===== config.mk =====
export PLATFORM = sky130hd
export DESIGN_NAME = pgalloc_ctrl
export DESIGN_NICKNAME = d
export VERILOG_FILES = /design/src/rtl/core/pgalloc_pkg.sv /design/src/rtl/core/pgalloc_ctrl.sv
export SDC_FILE = /design/constraint.sdc
export NUM_CORES = 1
export LEC_CHECK = 0
export BUFFER_PORTS_ARGS = -buffer_cell sky130_fd_sc_hd__buf_2
export CAP_MARGIN = 10
export CORE_AREA = 5 5 42 44
export CTS_BUF_LIST = sky130_fd_sc_hd__clkbuf_16
export DETAILED_ROUTE_END_ITERATION = 12
export DIE_AREA = 0 0 47 49
export MAX_ROUTING_LAYER = met4
export PLACE_DENSITY_LB_ADDON = 0.25
export SLEW_MARGIN = 25
export SYNTH_ARGS = -nofsm -noshare
export SYNTH_HDL_FRONTEND = slang
export SYNTH_SLANG_ARGS = --single-unit
export TNS_END_PERCENT = 100

===== constraint.sdc =====
create_clock -name clock -period 1.3 [get_ports clock]
set_input_delay 0.325 -clock clock [delete_from_list [all_inputs] [get_ports clock]]
set_output_delay 0.325 -clock clock [all_outputs]
set_load 0.02 [all_outputs]

===== src/rtl/core/pgalloc_pkg.sv =====
// pgalloc_pkg: operation and status codes, register indexes and the
// command/status structs shared by the page allocator controller and datapath.
// No dependencies.
`default_nettype none

package pgalloc_pkg;

   localparam int PAGE_SHIFT = 12;

   // request opcodes
   localparam logic [2:0] OP_ALLOC   = 3'd0;
   localparam logic [2:0] OP_RELEASE = 3'd1;
   localparam logic [2:0] OP_ADDREF  = 3'd2;
   localparam logic [2:0] OP_READ    = 3'd3;
   localparam logic [2:0] OP_INIT    = 3'd4;

   // response status codes
   localparam logic [2:0] STAT_OK      = 3'd0;
   localparam logic [2:0] STAT_EMPTY   = 3'd1;
   localparam logic [2:0] STAT_BADADDR = 3'd2;
   localparam logic [2:0] STAT_UNDER   = 3'd3;
   localparam logic [2:0] STAT_OVER    = 3'd4;
   localparam logic [2:0] STAT_NONZERO = 3'd5;

   // register indexes
   localparam logic CSR_POOL_START = 1'b0;
   localparam logic CSR_PAGE_COUNT = 1'b1;

   localparam logic [31:0] POOL_START_RESET = 32'h8000_0000;
   localparam logic [12:0] PAGE_COUNT_RESET = 13'd4096;

   typedef struct packed {
      logic accept;      // take the request, start memory reads
      logic pop;         // read the count of the page just popped
      logic sweep;       // clear one count entry per cycle
      logic sweep_init;  // during the sweep also rebuild the free stack
      logic commit;      // update memories and load the response
   } cmd_type;

   typedef struct packed {
      logic empty;       // free stack holds no page
      logic sweep_last;  // sweep is on its final entry
      logic out_free;    // response register can take a new result
   } stat_type;

endpackage

`default_nettype wire


===== src/rtl/core/pgalloc_ctrl.sv =====
// pgalloc_ctrl: sequencer of the page allocator.
// Depends on pgalloc_pkg for the opcodes and the command/status structs.
`default_nettype none

module pgalloc_ctrl (
   input  logic                 clock,
   input  logic                 reset,
   input  logic                 req_valid,
   input  logic [2:0]           req_opcode,
   output logic                 req_stall,
   input  pgalloc_pkg::stat_type stat,
   output pgalloc_pkg::cmd_type  cmd
);
   import pgalloc_pkg::*;

   typedef enum logic [2:0] {
      ST_RST_CLEAR,
      ST_IDLE,
      ST_POP,
      ST_INIT_CLEAR,
      ST_MODIFY
   } state_type;

   state_type state_ff, state_in;

   always_ff @(posedge clock) begin
      if (reset) begin
         state_ff <= ST_RST_CLEAR;
      end else begin
         state_ff <= state_in;
      end
   end

   assign req_stall = (state_ff != ST_IDLE);

   always_comb begin
      cmd      = '0;
      state_in = state_ff;
      case (state_ff)
         ST_RST_CLEAR: begin
            cmd.sweep = 1'b1;
            if (stat.sweep_last) state_in = ST_IDLE;
         end
         ST_IDLE: begin
            if (req_valid) begin
               cmd.accept = 1'b1;
               case (req_opcode)
                  OP_ALLOC: state_in = stat.empty ? ST_MODIFY : ST_POP;
                  OP_INIT:  state_in = ST_INIT_CLEAR;
                  default:  state_in = ST_MODIFY;
               endcase
            end
         end
         ST_POP: begin
            cmd.pop  = 1'b1;
            state_in = ST_MODIFY;
         end
         ST_INIT_CLEAR: begin
            cmd.sweep      = 1'b1;
            cmd.sweep_init = 1'b1;
            if (stat.sweep_last) state_in = ST_MODIFY;
         end
         ST_MODIFY: begin
            // hold the result until the response register is free
            if (stat.out_free) begin
               cmd.commit = 1'b1;
               state_in   = ST_IDLE;
            end
         end
         default: state_in = ST_IDLE;
      endcase
   end

endmodule

`default_nettype wire


; ---- After elaboration in Yosys (flattened, before gate mapping)
; Cells that the tools add are included.
[totals]
register_bits = 3
output_inout_bits = 6
[op_classes]
reduce_logical = 4
mux = 14
n_eq_ne = 10
[op_table]
columns = op, count
row1 = 3-bit 2-to-1 mux, 5
row2 = 3-bit one-hot mux with 5 select lines, 1
row3 = "2-bit inequality test, second input constant", 4
row4 = 1-bit 2-to-1 mux, 7
row5 = "3-bit by 2-bit equality test with 1-bit output, second input constant", 2
row6 = "3-bit equality test, second input constant", 2
row7 = 3-bit zero test, 2
row8 = 3-bit one-hot mux with 2 select lines, 1
row9 = 4-bit AND reduction, 1
row10 = "3-bit by 1-bit equality test with 1-bit output, second input constant", 1
row11 = "3-bit by 1-bit inequality test with 1-bit output, second input constant", 1
row12 = 2-bit OR reduction, 1

; ---- Depth between registers and ports, before layout
[depth]
word_depth = 4
depth_mapped = 4

; ---- Worst setup path after synthesis
; No wires, ideal clock.
[synth_timing]
kind = register to output
start = register state_ff[1]
end = output port cmd[3] (netlist name)
path_stages_with_launch = 3
arrival_time_ps = 1026
t_required_ps = 975
slack_ps = -51
cell_sequence = dfxtp_1 -> buf_2 -> nor3b_1
[synth_lines]
columns = element, line
row1 = "start, declared", pgalloc_ctrl.sv:24  ; state_type state_ff, state_in;
row2 = "start signal, assigned", pgalloc_ctrl.sv:30  ; state_ff <= state_in;
row3 = "end, declared", pgalloc_ctrl.sv:12  ; output pgalloc_pkg::cmd_type cmd

; ---- Worst setup path after layout
[layout_timing]
start = register state_ff[0]
end = output port req_stall
[layout_via]
elab_chain_cells = 1
[layout_rtl]
columns = element, line
row1 = 3-bit by 1-bit inequality test with 1-bit output, pgalloc_ctrl.sv:34  ; assign req_stall = (state_ff != ST_IDLE);
row2 = "end, declared", pgalloc_ctrl.sv:10  ; output logic req_stall,
; No other way between the ends.

==> results by group <==
Layout
  – Layout Nets: 69
  – Final Cell Area: 593 sq um
  – Final std cells w/o fill: 75
  – Final core utilization: 42.3%
  – Biggest register: state_ff
  – Max reg flops: 3
  – Layout cells sized above 1: 71.2%
  – Synth-to-Final Area Change: 103%
  – Regs by FF count: state_ff: 3 flops
  – Ant. Diodes: 0

Floorplanning
  – Die ar.: 0.00230 sq mm
  – Die W: 47 um
  – Cell Rows: 14
  – # IOs: 15
  – Die Y: 49 um
  – Initial Utilization: 20.9%
  – Core Region: 0.00140 sq mm

Clocking
  – Num CTS Buffers: 3
  – Clock latency on the worst-skew pair: 0.22 ns
  – CTS tree: built
  – # clock sinks: 3
  – Root buffer cell: clkbuf_16
  – Clock buffer depth: 2
  – H-tree levels: 1
  – Clock transition at path regs: 0.03 ns

Synthesis
  – Cell Area, Synth: 293 sq um
  – Top cells by area, synth: dfxtp_1 (21%), mux2i_1 (6.8%), and3_2 (5.1%)
  – Post-synth EDFFs: 0
  – Syn Area/Cell: 8.87 sq um
  – Ys Warns: 0
  – Synth unique cells: 24
  – Post-synth net total: 42
  – Sequential share of the synthesized area: 20.5%
  – Ys async rst share: 0%
  – #FFs+latches synth: 3
  – Post-synth top area cell: dfxtp_1
  – Gate Count Post-Synth: 33
  – Post-synth top area share: 20.5%
  – Main synth FF type: dfxtp_1

Placement
  – Place WS: -0.0705 ns
  – DP Area: 424 sq um
  – PortBufs: 14
  – Final HPWL DP: 617 um
  – Placed Cells: 68
  – Routability congestion estimate: 0.705

Route
  – Number of remaining DRC errors: 0
  – DR vias/cell: 4.59
  – Total Wirelength: 856 um
  – Vias: 344
  – First-pass DRT Iterations: 3
  – Iter 0 DRT Violations: 2
  – Wire length per cell: 11.4 um
  – Antenna Nets Post-Route: 0

STA
  – Final Cycle Share: 114%
  – Final critical-path required period: 1.49 ns
  – Fin worst setup slack: -0.188 ns
  – Worst Skew: 0.000467 ns
  – Final setup viols: 7
  – F_max: 0.672 GHz
  – Final number of hold-violating endpoints: 0
  – Max Slew Vio Count: 0
  – RSZ-0062 raised after global routing: yes
  – Max-slew headroom: 80.1%
  – Worst Tran Pin Value: 0.295 ns

Run status
  – Failing checks: negative setup slack
  – Status: finished, violations left

Pwr
  – Share of total power in the clock network: 51.4%
  – Logic pwr share: 35.4%
  – Pwr/cell area: 1570 mW/mm^2
  – Leak: 0.000281 uW
  – Sw Ratio: 26.2%
  – P_sw: 244 uW
  – Internal: 688 uW
  – Sequential share of power: 13.2%
  – Worst VDD drop: 0.000877 V

Setup path
  – Arr. time, crit path: 1.16 ns
  – WP data required: 0.98 ns
  – Crit Path Category: register to output pin
  – Crit-path max FO: 3
  – RR Startpoint: state_ff[0]
  – Critical path endpoint category: output pin
  – Crit path launch: state_ff[0]
  – Startpoint Class: register

Job
  – Max-capacitance violation count: 0

Global routing
  – Largest net degree at the start of global routing: 12
  – Initial antenna violation count: 0
  – First-pass GRT wire length: 1.44 mm
  – Number of global-route vias before repair: 326
  – Tot GR Track Use: 8.81%
  – Total grt overflow: 0

Worst hold path
  – HP Class: input pin to register
  – Start point of the worst hold path: reset
## cell usage after synthesis (2+ instances only)
library cell,number
nor2_1,4
and3_2,2
mux2i_1,2
dfxtp_1,3
inv_1,2
o31ai_1,2
## kinds of logic after synthesis
group,synth area share (%)
simple gates,44.0
xor+xnor,2.99
buf+inv,10.7
mux,6.84
flops,20.5
compound gates,15.0
## power by group through the flow
stage	Sequential, uW	Clock [uW]	Combinational (uW)
after floorplan	110	0	165
after CTS	125	482	313
after detailed placement	122	0	261
final	123	479	330
after global placement	121	0	262
after global routing	126	503	359
## area by class of cell
class                           instances  area [sq um]
Clock buffer                            3          75.1
Clock inverter                          1          3.75
Fill cell                             151           808
Inverter                                2          7.51
Multi-Input combinational cell         25           238
Sequential cell                         3          68.8
Tap cell                               16          20.0
Timing Repair Buffer                   25           180
## cell usage in the layout, fill, tap and decap left out, types with 2 or more instances in the layout
master / count
buf_2: 9
buf_4: 12
buf_6: 4
clkbuf_16: 3
dfxtp_4: 2
inv_1: 3
nor2_1: 4
o31ai_1: 2
## what timing repair did
item	CTS	global route
pin swaps	3	2
setup buffers	2	1
setup endpoints to repair	7	8
hold buffers	0	0
endpoints found under the hold margin	0	0
resized for setup	15	5
## worst max-delay path, stage by stage, from the launching register on
cell	delay, ns
dfxtp_2	0.34
buf_6	0.09
or3b_4	0.37
buf_6	0.14
## routing by layer
metal | routed length (um) | share of wire [%] | GRT usage [%] | vias to the layer above
li1 | - | - | - | 174
met1 | 397 | 46 | 12.3 | 157
met2 | 396 | 46 | 10.9 | 11
met3 | 47 | 5.5 | 2.21 | 2
met4 | 15 | 1.8 | 5.53 | 0
met5 | 0 | 0 | - | -
## through the flow
stage	hold WS [ns]	setup TNS [ns]	power [uW]
floorplan	0.394	0	275
global placement	0.532	-0.131	384
detailed placement	0.527	-0.180	383
CTS	0.295	-0.768	919
global route	0.300	-1.14	988
finish	0.300	-0.694	932
## worst paths after layout
kind,cells after the start,endpoint,slack [ns]
setup / recovery,3,req_stall,-0.19
hold / removal,2,state_ff[2],0.30
setup reg to reg,5,state_ff[1],-0.03
hold reg to reg,2,state_ff[0],0.62
Power figures use the tool's default switching activity.
